File: config.mk
export PLATFORM = sky130hd
export DESIGN_NAME = mesh_noc_router_lbdr_flat
export DESIGN_NICKNAME = d
export VERILOG_FILES = /design/src/rtl/mnr_pkg.sv /design/src/rtl/mnr_if.sv /design/src/rtl/mesh_noc_router_lbdr.sv /design/src/flat_wrapper.sv
export SDC_FILE = /design/constraint.sdc
export NUM_CORES = 1
export LEC_CHECK = 0
export BUFFER_PORTS_ARGS = -buffer_cell sky130_fd_sc_hd__clkbuf_2
export CAP_MARGIN = 10
export CORE_MARGIN = 2
export CORE_UTILIZATION = 56
export CTS_CLUSTER_DIAMETER = 200
export DETAILED_ROUTE_END_ITERATION = 8
export PLACE_DENSITY = 0.78
export RECOVER_POWER = 25
export SLEW_MARGIN = 40
export SYNTH_ARGS = -nofsm -noshare
export SYNTH_HDL_FRONTEND = slang
export SYNTH_SLANG_ARGS = --single-unit
File: constraint.sdc
create_clock -name clk -period 15.3 [get_ports clk]
set_input_delay 2.295 -clock clk [delete_from_list [all_inputs] [get_ports clk]]
set_output_delay 2.295 -clock clk [all_outputs]
set_load 0.01 [all_outputs]
File: src/rtl/mnr_pkg.sv
// Shared definitions for the five-port mesh router with LBDR routing.
// Holds widths, port, mode and kind codes, the FIFO slot type and the route function.
// No dependencies.
`default_nettype none

package mnr_pkg;

	localparam int MESH_SIZE   = 4;
	localparam int FIFO_DEPTH  = 3;
	localparam int MAX_CREDITS = 3;

	localparam int NPORTS     = 5;
	localparam int NMESH      = 4;
	localparam int ADDR_W     = 4;
	localparam int DATA_W     = 32;
	localparam int PORT_W     = 3;
	localparam int MODE_W     = 2;
	localparam int KIND_W     = 2;
	localparam int RBITS_W    = 8;
	localparam int CONN_W     = 4;
	localparam int CNT_W      = $clog2(FIFO_DEPTH + 1);
	localparam int IDX_W      = (FIFO_DEPTH > 1) ? $clog2(FIFO_DEPTH) : 1;
	localparam int CRED_W     = $clog2(MAX_CREDITS + 1);
	localparam int CFG_IDX_W  = 2;
	localparam int CFG_DATA_W = 8;

	// Port codes, also used as route requests; REQ_IDLE means no route held.
	localparam logic [PORT_W-1:0] PORT_N    = 3'd0;
	localparam logic [PORT_W-1:0] PORT_E    = 3'd1;
	localparam logic [PORT_W-1:0] PORT_WEST = 3'd2;
	localparam logic [PORT_W-1:0] PORT_S    = 3'd3;
	localparam logic [PORT_W-1:0] PORT_L    = 3'd4;
	localparam logic [PORT_W-1:0] REQ_IDLE  = 3'd5;

	localparam logic [MODE_W-1:0] MODE_FLIT   = 2'd0;
	localparam logic [MODE_W-1:0] MODE_CREDIT = 2'd1;
	localparam logic [MODE_W-1:0] MODE_TICK   = 2'd2;

	localparam logic [KIND_W-1:0] KIND_HEADER = 2'd0;
	localparam logic [KIND_W-1:0] KIND_BODY   = 2'd1;
	localparam logic [KIND_W-1:0] KIND_TAIL   = 2'd2;

	localparam logic [CFG_IDX_W-1:0] CFG_OWN_ADDR = 2'd0;
	localparam logic [CFG_IDX_W-1:0] CFG_ROUTING  = 2'd1;
	localparam logic [CFG_IDX_W-1:0] CFG_CONNECT  = 2'd2;

	typedef struct packed {
		logic [DATA_W-1:0] data;
		logic [KIND_W-1:0] kind;
		logic [ADDR_W-1:0] dest;
	} slot_t;

	// Row of a node address: compare against each row boundary, no divider.
	function automatic logic [ADDR_W-1:0] addr_row(input logic [ADDR_W-1:0] a);
		logic [ADDR_W-1:0] row;
		row = '0;
		for (int r = 1; r < (1 << ADDR_W); r++) begin
			if ((r * MESH_SIZE < (1 << ADDR_W)) && (int'(a) >= r * MESH_SIZE))
				row = ADDR_W'(r);
		end
		return row;
	endfunction

	function automatic logic [ADDR_W-1:0] addr_col(input logic [ADDR_W-1:0] a);
		logic [ADDR_W-1:0] base;
		base = ADDR_W'(int'(addr_row(a)) * MESH_SIZE);
		return a - base;
	endfunction

	// LBDR output selection in fixed priority N, E, W, S, then local.
	function automatic logic [PORT_W-1:0] lbdr_route(
		input logic [ADDR_W-1:0]  dest,
		input logic [ADDR_W-1:0]  own,
		input logic [RBITS_W-1:0] r,
		input logic [CONN_W-1:0]  c,
		input logic [NPORTS-1:0]  g
	);
		logic [ADDR_W-1:0] dx, dy, cx, cy;
		logic n, e, w, s;
		logic [PORT_W-1:0] res;
		dx = addr_col(dest);
		dy = addr_row(dest);
		cx = addr_col(own);
		cy = addr_row(own);
		n = dy < cy;
		e = cx < dx;
		w = dx < cx;
		s = cy < dy;
		res = REQ_IDLE;
		if (((n && !e && !w) || (n && e && r[0]) || (n && w && r[1])) && c[0] && !g[PORT_N])
			res = PORT_N;
		else if (((e && !n && !s) || (e && n && r[2]) || (e && s && r[3]))
				&& c[1] && !g[PORT_E])
			res = PORT_E;
		else if (((w && !n && !s) || (w && n && r[4]) || (w && s && r[5]))
				&& c[2] && !g[PORT_WEST])
			res = PORT_WEST;
		else if (((s && !e && !w) || (s && e && r[6]) || (s && w && r[7]))
				&& c[3] && !g[PORT_S])
			res = PORT_S;
		else if (!n && !e && !w && !s && !g[PORT_L])
			res = PORT_L;
		return res;
	endfunction

endpackage

`default_nettype wire

File: src/rtl/mnr_if.sv
// Valid/ready channel interfaces for the mesh router: event items in, results out.
// Depends on mnr_pkg for field widths.
`default_nettype none

interface mnr_in_if import mnr_pkg::*; ();
	logic                valid;
	logic                ready;
	logic [MODE_W-1:0]   mode;
	logic [PORT_W-1:0]   port;
	logic [DATA_W-1:0]   flit_data;
	logic [KIND_W-1:0]   flit_kind;
	logic [ADDR_W-1:0]   dest_address;

	modport source (output valid, mode, port, flit_data, flit_kind, dest_address,
		input ready);
	modport sink (input valid, mode, port, flit_data, flit_kind, dest_address,
		output ready);
endinterface

interface mnr_out_if import mnr_pkg::*; ();
	logic                valid;
	logic                ready;
	logic                sent;
	logic [PORT_W-1:0]   out_port;
	logic [DATA_W-1:0]   flit_out;
	logic [PORT_W-1:0]   credit_port;
	logic                dropped;

	modport source (output valid, sent, out_port, flit_out, credit_port, dropped,
		input ready);
	modport sink (input valid, sent, out_port, flit_out, credit_port, dropped,
		output ready);
endinterface

`default_nettype wire

File: src/rtl/mesh_noc_router_lbdr.sv
// Five-port wormhole mesh router with LBDR routing and credit flow control.
// Depends on mnr_pkg and on the channel interfaces in mnr_if.sv.
//
//   Channel  | Direction | Handshake    | Carries
//   ---------+-----------+--------------+----------------------------------------------
//   items    | in        | valid/ready  | mode, port, flit_data, flit_kind, dest_address
//   results  | out       | valid/ready  | sent, out_port, flit_out, credit_port, dropped
//   cfg      | in        | cfg_wr_en    | cfg_index, cfg_data (no read-back)
//
// One item is accepted per clock unless the result register stalls; its one result goes
// from the input register, where the routing logic works on the item, to the result register.
// The rate is set by the single state-update pass.
// A stalled result register holds the input register, which in turn drops items.ready.
// Reset empties all FIFOs, clears grants and credits and makes every input idle; the FIFO
// slots themselves are not cleared, as only written slots are ever read.
`default_nettype none

module mesh_noc_router_lbdr import mnr_pkg::*; (
	input  logic                  clk,
	input  logic                  arst_n,
	mnr_in_if.sink                items,
	mnr_out_if.source             results,
	input  logic                  cfg_wr_en,
	input  logic [CFG_IDX_W-1:0]  cfg_index,
	input  logic [CFG_DATA_W-1:0] cfg_data
);

	// Configuration registers.
	logic [ADDR_W-1:0]  own_addr_q;
	logic [RBITS_W-1:0] routing_q;
	logic [CONN_W-1:0]  connect_q;

	// Input register stage.
	logic              valid_s1;
	logic [MODE_W-1:0] mode_s1;
	logic [PORT_W-1:0] port_s1;
	slot_t             slot_s1;

	// Router state. Each FIFO keeps its oldest flit in entry 0 and shifts on a pop.
	slot_t             fifo_q   [NPORTS][FIFO_DEPTH];
	logic [CNT_W-1:0]  count_q  [NPORTS];
	logic [PORT_W-1:0] req_q    [NPORTS];
	logic [NPORTS-1:0] grant_q;
	logic [CRED_W-1:0] cred_q   [NMESH];

	// Next-state values from the single update pass.
	logic [CNT_W-1:0]  count_n  [NPORTS];
	logic [PORT_W-1:0] req_n    [NPORTS];
	logic [NPORTS-1:0] grant_n;
	logic [CRED_W-1:0] cred_n   [NMESH];
	logic [NPORTS-1:0] push;
	logic [NPORTS-1:0] pop;

	// Result of the current item.
	logic              sent_n;
	logic [PORT_W-1:0] out_port_n;
	logic [DATA_W-1:0] flit_out_n;
	logic [PORT_W-1:0] credit_port_n;
	logic              dropped_n;

	// Result register.
	logic              res_valid_q;
	logic              sent_q;
	logic [PORT_W-1:0] out_port_q;
	logic [DATA_W-1:0] flit_out_q;
	logic [PORT_W-1:0] credit_port_q;
	logic              dropped_q;

	logic advance;

	// The item in the input register is processed whenever the result register has room.
	assign advance     = valid_s1 && (!res_valid_q || results.ready);
	assign items.ready = !valid_s1 || advance;

	// Configuration writes must arrive only while the router is idle; the block does not enforce this.
	always_ff @(posedge clk or negedge arst_n) begin
		if (!arst_n) begin
			own_addr_q <= '0;
			routing_q  <= '0;
			connect_q  <= '0;
		end else if (cfg_wr_en) begin
			case (cfg_index)
				CFG_OWN_ADDR: own_addr_q <= cfg_data[ADDR_W-1:0];
				CFG_ROUTING:  routing_q  <= cfg_data[RBITS_W-1:0];
				CFG_CONNECT:  connect_q  <= cfg_data[CONN_W-1:0];
				default: ;
			endcase
		end
	end

	always_ff @(posedge clk or negedge arst_n) begin
		if (!arst_n) begin
			valid_s1 <= 1'b0;
		end else if (items.ready) begin
			valid_s1 <= items.valid;
		end
	end

	always_ff @(posedge clk) begin
		if (items.ready && items.valid) begin
			mode_s1      <= items.mode;
			port_s1      <= items.port;
			slot_s1.data <= items.flit_data;
			slot_s1.kind <= items.flit_kind;
			slot_s1.dest <= items.dest_address;
		end
	end

	// One pass over the state for the item in the input register. On a tick the inputs
	// are tried in order N, E, W, S, L; a route taken by an earlier input occupies its
	// output grant before the later inputs compute theirs, and the first input able to
	// move a flit ends the search.
	always_comb begin : update_pass
		logic              found;
		logic [PORT_W-1:0] r;
		slot_t             f;
		found         = 1'b0;
		r             = REQ_IDLE;
		f             = slot_s1;
		count_n       = count_q;
		req_n         = req_q;
		grant_n       = grant_q;
		cred_n        = cred_q;
		push          = '0;
		pop           = '0;
		sent_n        = 1'b0;
		out_port_n    = '0;
		flit_out_n    = '0;
		credit_port_n = '0;
		dropped_n     = 1'b0;
		case (mode_s1)
			MODE_FLIT: begin
				if (port_s1 < PORT_W'(NPORTS)) begin
					if (count_q[port_s1] == CNT_W'(FIFO_DEPTH)) begin
						dropped_n = 1'b1;
					end else begin
						push[port_s1]    = 1'b1;
						count_n[port_s1] = count_q[port_s1] + 1'b1;
					end
				end
			end
			MODE_CREDIT: begin
				if (port_s1 < PORT_W'(NMESH)) begin
					if (cred_q[port_s1[1:0]] < CRED_W'(MAX_CREDITS))
						cred_n[port_s1[1:0]] = cred_q[port_s1[1:0]] + 1'b1;
				end
			end
			MODE_TICK: begin
				for (int p = 0; p < NPORTS; p++) begin
					if (!found && count_q[p] != '0) begin
						f = fifo_q[p][0];
						r = req_q[p];
						if (r == REQ_IDLE && f.kind == KIND_HEADER) begin
							r = lbdr_route(f.dest, own_addr_q, routing_q, connect_q, grant_n);
							if (r != REQ_IDLE)
								grant_n[r] = 1'b1;
							req_n[p] = r;
						end
						if (r != REQ_IDLE && (r == PORT_L || cred_n[r[1:0]] != '0)) begin
							found = 1'b1;
							if (r != PORT_L)
								cred_n[r[1:0]] = cred_n[r[1:0]] - 1'b1;
							// A tail closes the worm: free the output and idle the input.
							if (f.kind == KIND_TAIL) begin
								grant_n[r] = 1'b0;
								req_n[p]   = REQ_IDLE;
							end
							pop[p]        = 1'b1;
							count_n[p]    = count_q[p] - 1'b1;
							sent_n        = 1'b1;
							out_port_n    = r;
							flit_out_n    = f.data;
							credit_port_n = PORT_W'(p);
						end
					end
				end
			end
			default: ;
		endcase
	end

	always_ff @(posedge clk or negedge arst_n) begin
		if (!arst_n) begin
			grant_q <= '0;
			for (int p = 0; p < NPORTS; p++) begin
				count_q[p] <= '0;
				req_q[p]   <= REQ_IDLE;
			end
			for (int m = 0; m < NMESH; m++)
				cred_q[m] <= '0;
		end else if (advance) begin
			grant_q <= grant_n;
			count_q <= count_n;
			req_q   <= req_n;
			cred_q  <= cred_n;
		end
	end

	// FIFO slots: written at the fill position, shifted towards entry 0 on a pop.
	// An arrival and a pop never fall on the same item.
	always_ff @(posedge clk) begin
		if (advance) begin
			for (int p = 0; p < NPORTS; p++) begin
				if (push[p]) begin
					fifo_q[p][count_q[p][IDX_W-1:0]] <= slot_s1;
				end else if (pop[p]) begin
					for (int i = 0; i < FIFO_DEPTH - 1; i++)
						fifo_q[p][i] <= fifo_q[p][i + 1];
				end
			end
		end
	end

	always_ff @(posedge clk or negedge arst_n) begin
		if (!arst_n) begin
			res_valid_q <= 1'b0;
		end else if (advance) begin
			res_valid_q <= 1'b1;
		end else if (results.ready) begin
			res_valid_q <= 1'b0;
		end
	end

	always_ff @(posedge clk) begin
		if (advance) begin
			sent_q        <= sent_n;
			out_port_q    <= out_port_n;
			flit_out_q    <= flit_out_n;
			credit_port_q <= credit_port_n;
			dropped_q     <= dropped_n;
		end
	end

	assign results.valid       = res_valid_q;
	assign results.sent        = sent_q;
	assign results.out_port    = out_port_q;
	assign results.flit_out    = flit_out_q;
	assign results.credit_port = credit_port_q;
	assign results.dropped     = dropped_q;

endmodule

`default_nettype wire

File: src/flat_wrapper.sv
// flat-port wrapper written by rule: the top's interface ports become plain ports
module mesh_noc_router_lbdr_flat import mnr_pkg::*;
  (clk, arst_n, cfg_wr_en, cfg_index, cfg_data, items_valid, items_mode, items_port, items_flit_data, items_flit_kind, items_dest_address, items_ready, results_valid, results_sent, results_out_port, results_flit_out, results_credit_port, results_dropped, results_ready);
  mnr_in_if items_i ();
  mnr_out_if results_i ();
  input  logic clk;
  input  logic arst_n;
  input  logic cfg_wr_en;
  input  logic [CFG_IDX_W-1:0] cfg_index;
  input  logic [CFG_DATA_W-1:0] cfg_data;
  input wire logic [$bits(items_i.valid)-1:0] items_valid;
  input wire logic [$bits(items_i.mode)-1:0] items_mode;
  input wire logic [$bits(items_i.port)-1:0] items_port;
  input wire logic [$bits(items_i.flit_data)-1:0] items_flit_data;
  input wire logic [$bits(items_i.flit_kind)-1:0] items_flit_kind;
  input wire logic [$bits(items_i.dest_address)-1:0] items_dest_address;
  output wire logic [$bits(items_i.ready)-1:0] items_ready;
  output wire logic [$bits(results_i.valid)-1:0] results_valid;
  output wire logic [$bits(results_i.sent)-1:0] results_sent;
  output wire logic [$bits(results_i.out_port)-1:0] results_out_port;
  output wire logic [$bits(results_i.flit_out)-1:0] results_flit_out;
  output wire logic [$bits(results_i.credit_port)-1:0] results_credit_port;
  output wire logic [$bits(results_i.dropped)-1:0] results_dropped;
  input wire logic [$bits(results_i.ready)-1:0] results_ready;
  assign items_i.valid = items_valid;
  assign items_i.mode = items_mode;
  assign items_i.port = items_port;
  assign items_i.flit_data = items_flit_data;
  assign items_i.flit_kind = items_flit_kind;
  assign items_i.dest_address = items_dest_address;
  assign items_ready = items_i.ready;
  assign results_valid = results_i.valid;
  assign results_sent = results_i.sent;
  assign results_out_port = results_i.out_port;
  assign results_flit_out = results_i.flit_out;
  assign results_credit_port = results_i.credit_port;
  assign results_dropped = results_i.dropped;
  assign results_i.ready = results_ready;
  mesh_noc_router_lbdr u_core (.clk(clk), .arst_n(arst_n), .items(items_i), .results(results_i), .cfg_wr_en(cfg_wr_en), .cfg_index(cfg_index), .cfg_data(cfg_data));
endmodule
==> impl.org <==
** Power and ir drop
- Sequential group share of total power :: 0.419
- Reported net switching power :: between 1.5 and 2 mW
- Internal power comes to around 3.9 mW.
- Cell leakage power :: approximately 13 nW
- Combinational share of power :: 0.277
- Portion of total power attributed to the clock network :: 0.304
- Power spread over the standard cell area amounts to roughly 160 mW/mm^2.
- Of the total power, the share spent switching nets is 0.327.
- Peak supply drop :: ~0.00015 V

** Clocking
- The longest clock path from root to sink contains 3 buffers.
- Counting the buffers created by CTS gives 74.
- The clock net in this run drives a total of roughly 710 sinks.
- After clock tree synthesis, the flow added hold-fix buffers numbering 0.
- Clock slew at reported path FFs :: around 0.06 ns
- Count of H-tree levels built during CTS :: 3
- Clock tree from TritonCTS :: done
- CTS placed an instance of sky130_fd_sc_hd__clkbuf_16 at the clock tree root.
- Clock latency on the worst-skew pair :: approximately 0.6 ns

** Worst setup path
- By startpoint and endpoint, the worst setup path is classified as reg -> reg.
- Critical path peak fanout :: 44
- In this run the worst setup path begins at u_core.own_addr_q[2].
- The cell that appears most often on the critical path is sky130_fd_sc_hd__ha_1.
- Crit path arrival time :: 14.74 ns
- On the worst path, the slowest cell contributes a delay of just over 0.5 ns.
- Among all stages on the critical path, the largest delay is contributed by sky130_fd_sc_hd__or4_1.
- The worst register-to-register path begins at u_core.own_addr_q[2].
- Crit end category :: register
- Data on the critical path is required at its endpoint by about 16 ns.
- Nature of the critical path startpoint :: register

** Global routing
- Pin count of the biggest net entering global routing :: 77
- Via count of the first global-routing pass :: ~21000
- Global-route wire length before repair :: 124000 um
- Total congestion overflow after global routing :: 0
- In the global route stage, overall resource usage came out at 0.273.
- The number of antenna violations at the first check in global routing was 1.

** Cells and area
- After filler insertion, the fill cell instance count of the layout stands at around 4000.
- Once layout is complete, the utilization of the core stands at 0.636.
- Filler-free cell count of the finished design :: 3444
- Layout cell share with drive strength beyond 1 :: 0.185
- Final antenna diode count :: 0
- NumNets Final :: between 2000 and 3000
- Area delta synth->final :: 12.0%

** Timing
- The final max-slew violation count is about 150.
- RSZ-0062 raised after global routing :: no
- Final setup vio count :: 0
- The worst path needs between 10 and 15 ns of the cycle, external delays included.
- For the final database, setup skew stands at about 0.018 ns.
- Hold is met by ~0.5 ns.
- Worst-case headroom to the max-slew limit :: -1.36
- At the pin with the least slew margin, the transition time is roughly 3.5 ns.
- Setup tns final :: 0 ns
- Worst-case setup margin in the final layout :: 0.917 ns
- Achievable clock frequency :: around 70 MHz
- Final worst-path cycle share :: 0.940
- The final count of hold timing violations was 0.

** Worst hold path
- Startpoint of the tightest hold check path :: u_core.valid_s1
- The tightest min-delay check is of the reg -> reg type.

** Route
- In the routed layout, each cell is associated on average with a via count of ~6.2.
- Per-cell routed wire length :: 23.5 um
- Remaining antenna violation count :: 0
- The routed design has just over 80000 um of wire.
- The final route contains 21418 vias.
- Before antenna repair, the detailed router went through 6 iterations.
- DRC errors left :: 0
- Starting DRT DRC Count :: approximately 2700

** Status
- Violated checks :: capacitance limit, slew limit
- The flow ran to the end, but the final reports show violations.

** Synth
- During synthesis, Yosys emitted a total of 0 warnings.
- Count of flip-flops with a built-in enable after synthesis :: ~650
- The number of nets handed over by synthesis was between 2000 and 3000.
- Most common flop cell mapped by yosys :: sky130_fd_sc_hd__edfxtp_1
- Sequential cell area fraction in the yosys report :: 0.654
- Post-Synthesis Cell Area :: ~0.032 sq mm
- Count of mapped cells out of synthesis :: between 2000 and 3000
- Number of distinct library cells after synthesis :: approximately 100
- Flip-flop and latch count after synthesis :: 709
- Of all flip-flops after synthesis, the portion carrying an async set or reset was 0.0790.
- Synthesized area per cell :: about 13 sq um

** Floorplanning
- Measured along the x axis, the die boundary spans roughly 240 um.
- Effective utilization at floorplan :: 0.568
- Area of the die :: about 0.059 sq mm
- The die is 244 um tall.
- Placeable Area :: between 0.05 and 0.06 sq mm
- Pin placement for this block handled 100 I/O pins.
- Core Rows :: 87

** Placement
- Worst setup slack after placement :: 0.600 ns
- At the end of routability-driven placement, the weighted congestion stood at 0.973.
- Including well taps, the total number of placed cells is about 3300.
- Once detailed placement completed, the half-perimeter wirelength came to between 40000 and 50000 um.
- The count of buffers added on input and output ports is 99.

** Flow run
- The tool flagged a number of max-cap violations equal to 3.
==> kinds of logic (layout without fill, tap and decap cells) <==
kind of cell | count (synthesis) | after routing | share of synthesized area
buffers and inverters | 183 | 345 | 0.0225
multiplexers | 208 | 208 | 0.0767
XOR/XNOR | 23 | 23 | 0.00650
adder cells (fa/ha/maj) | 59 | 59 | 0.0227
AO/OA/AOI/OAI | 360 | 360 | 0.0857
flip-flops | 709 | 709 | 0.654
AND/OR/NAND/NOR | 984 | 984 | 0.132
==> cell type report <==
type                            instances  area (sq um)  area share
Clock buffer                           94          1970      0.0547
Sequential cell                       709         21000       0.584
Inverter                               65           244     0.00678
Timing Repair Buffer                  147           886      0.0246
Tap cell                              756           946      0.0263
Clock inverter                         39           392      0.0109
Multi-Input combinational cell       1634         10500       0.293
==> through the flow <==
step                power [mW]  instance area (sq um)
finish                    5.80                  36000
global route              6.02                  36000
CTS                       5.78                  36000
detailed placement        4.02                  33600
global placement          3.98                  33600
floorplan                 3.46                  32100
==> critical path, delay by kind of cell (launching register included) <==
family          cells  cell delay [ns]
simple gates       23             5.01
compound gates     19             3.98
mux                 6             2.00
fa+ha+maj           7             1.86
buf+inv             4             0.79
flops               1             0.48
==> cell usage after synthesis (9+ instances only) <==
cell type	number	area, sq um
sky130_fd_sc_hd__nor2_1	86	323
sky130_fd_sc_hd__o21ai_0	36	180
sky130_fd_sc_hd__o22ai_1	40	250
sky130_fd_sc_hd__and3_1	15	93.8
sky130_fd_sc_hd__nand2b_1	25	156
sky130_fd_sc_hd__nand3_1	37	185
sky130_fd_sc_hd__a21o_1	11	82.6
sky130_fd_sc_hd__nor2b_1	9	56.3
sky130_fd_sc_hd__o21ai_1	9	45.0
sky130_fd_sc_hd__mux2_2	139	1570
sky130_fd_sc_hd__mux2_1	24	270
sky130_fd_sc_hd__xnor2_1	11	96.3
sky130_fd_sc_hd__nand3b_1	9	67.6
sky130_fd_sc_hd__buf_1	11	41.3
sky130_fd_sc_hd__o31ai_1	9	67.6
sky130_fd_sc_hd__mux2i_1	20	200
sky130_fd_sc_hd__edfxtp_1	653	19600
sky130_fd_sc_hd__clkbuf_1	96	360
sky130_fd_sc_hd__a21boi_0	34	255
sky130_fd_sc_hd__or3_1	10	62.6
sky130_fd_sc_hd__nor4_1	14	87.6
sky130_fd_sc_hd__nand2_1	691	2590
sky130_fd_sc_hd__nand4_1	9	56.3
sky130_fd_sc_hd__mux2_4	18	270
sky130_fd_sc_hd__a222oi_1	32	320
sky130_fd_sc_hd__nor3_1	26	130
sky130_fd_sc_hd__o21a_1	10	75.1
sky130_fd_sc_hd__dfrtp_1	46	1150
sky130_fd_sc_hd__ha_1	56	701
sky130_fd_sc_hd__o211ai_1	9	67.6
sky130_fd_sc_hd__inv_1	64	240
sky130_fd_sc_hd__a21oi_1	54	270
sky130_fd_sc_hd__or2_2	9	56.3
sky130_fd_sc_hd__xor2_1	11	96.3
sky130_fd_sc_hd__dfstp_2	10	263
==> sequential cells by signal, indices dropped and copies added (netlist names), 2 cells and up <==
| register | cells |
|---|---|
| u_core.fifo_q | 570 |
| u_core.slot_s1 | 38 |
| u_core.results.flit_out | 32 |
| u_core.req_q | 15 |
| u_core.count_q | 10 |
| u_core.cred_q | 8 |
| u_core.routing_q | 8 |
| u_core.grant_q | 5 |
| u_core.connect_q | 4 |
| u_core.own_addr_q | 4 |
| u_core.port_s1 | 3 |
| u_core.results.credit_port | 3 |
| u_core.results.out_port | 3 |
| u_core.mode_s1 | 2 |
==> repair_timing <==
| item | in CTS | in global routing |
|---|---|---|
| resized for setup | 0 | 4 |
| setup endpoints to repair | 0 | 151 |
| setup buffers | 0 | 3 |
==> cell usage in the layout (no fill, tap or decap), drive strengths merged, types with 12 or more instances in the layout <==
master | synthesis | routed
nand2 | 691 | 691
edfxtp | 653 | 653
clkbuf | 96 | 196
mux2 | 181 | 181
nor2 | 87 | 87
inv | 65 | 67
ha | 56 | 56
a21oi | 54 | 54
o21ai | 49 | 49
dfrtp | 46 | 46
buf | 22 | 45
o22ai | 40 | 40
nand3 | 37 | 37
a21boi | 35 | 35
a222oi | 32 | 32
nor3 | 27 | 27
clkinv | 0 | 26
nand2b | 25 | 25
mux2i | 20 | 20
nor4 | 15 | 15
and3 | 15 | 15
xnor2 | 12 | 12
==> metal layers <==
metal	GRT usage	routed length [um]
met4	0.141	3850
met1	0.358	31100
met2	0.446	38900
met5	0	10
met3	0.0394	7020
==> worst paths after layout <==
| check | to | slack [ns] | cells after the start |
|---|---|---|---|
| worst max-delay path | u_core.fifo_q[4][55] | 0.92 | 59 |
| worst min-delay path | u_core.results.valid | 0.50 | 1 |
| min in group asynchronous | u_core.routing_q[5] | 2.98 | 2 |
| worst min register to register | u_core.results.valid | 0.50 | 1 |
| max in group asynchronous | u_core.cred_q[3] | 10.30 | 2 |
| worst max register to register | u_core.fifo_q[4][55] | 0.92 | 59 |
==> power by group through the flow <==
| stage | sequential, mW | combinational, mW | clock, mW |
|---|---|---|---|
| final | 2.43 | 1.60 | 1.76 |
| after CTS | 2.43 | 1.57 | 1.78 |
| after global routing | 2.44 | 1.72 | 1.85 |
| after floorplan | 2.43 | 1.04 | 0 |
| after detailed placement | 2.46 | 1.56 | 0 |
| after global placement | 2.46 | 1.53 | 0 |
(Power assumes the default switching activity.)
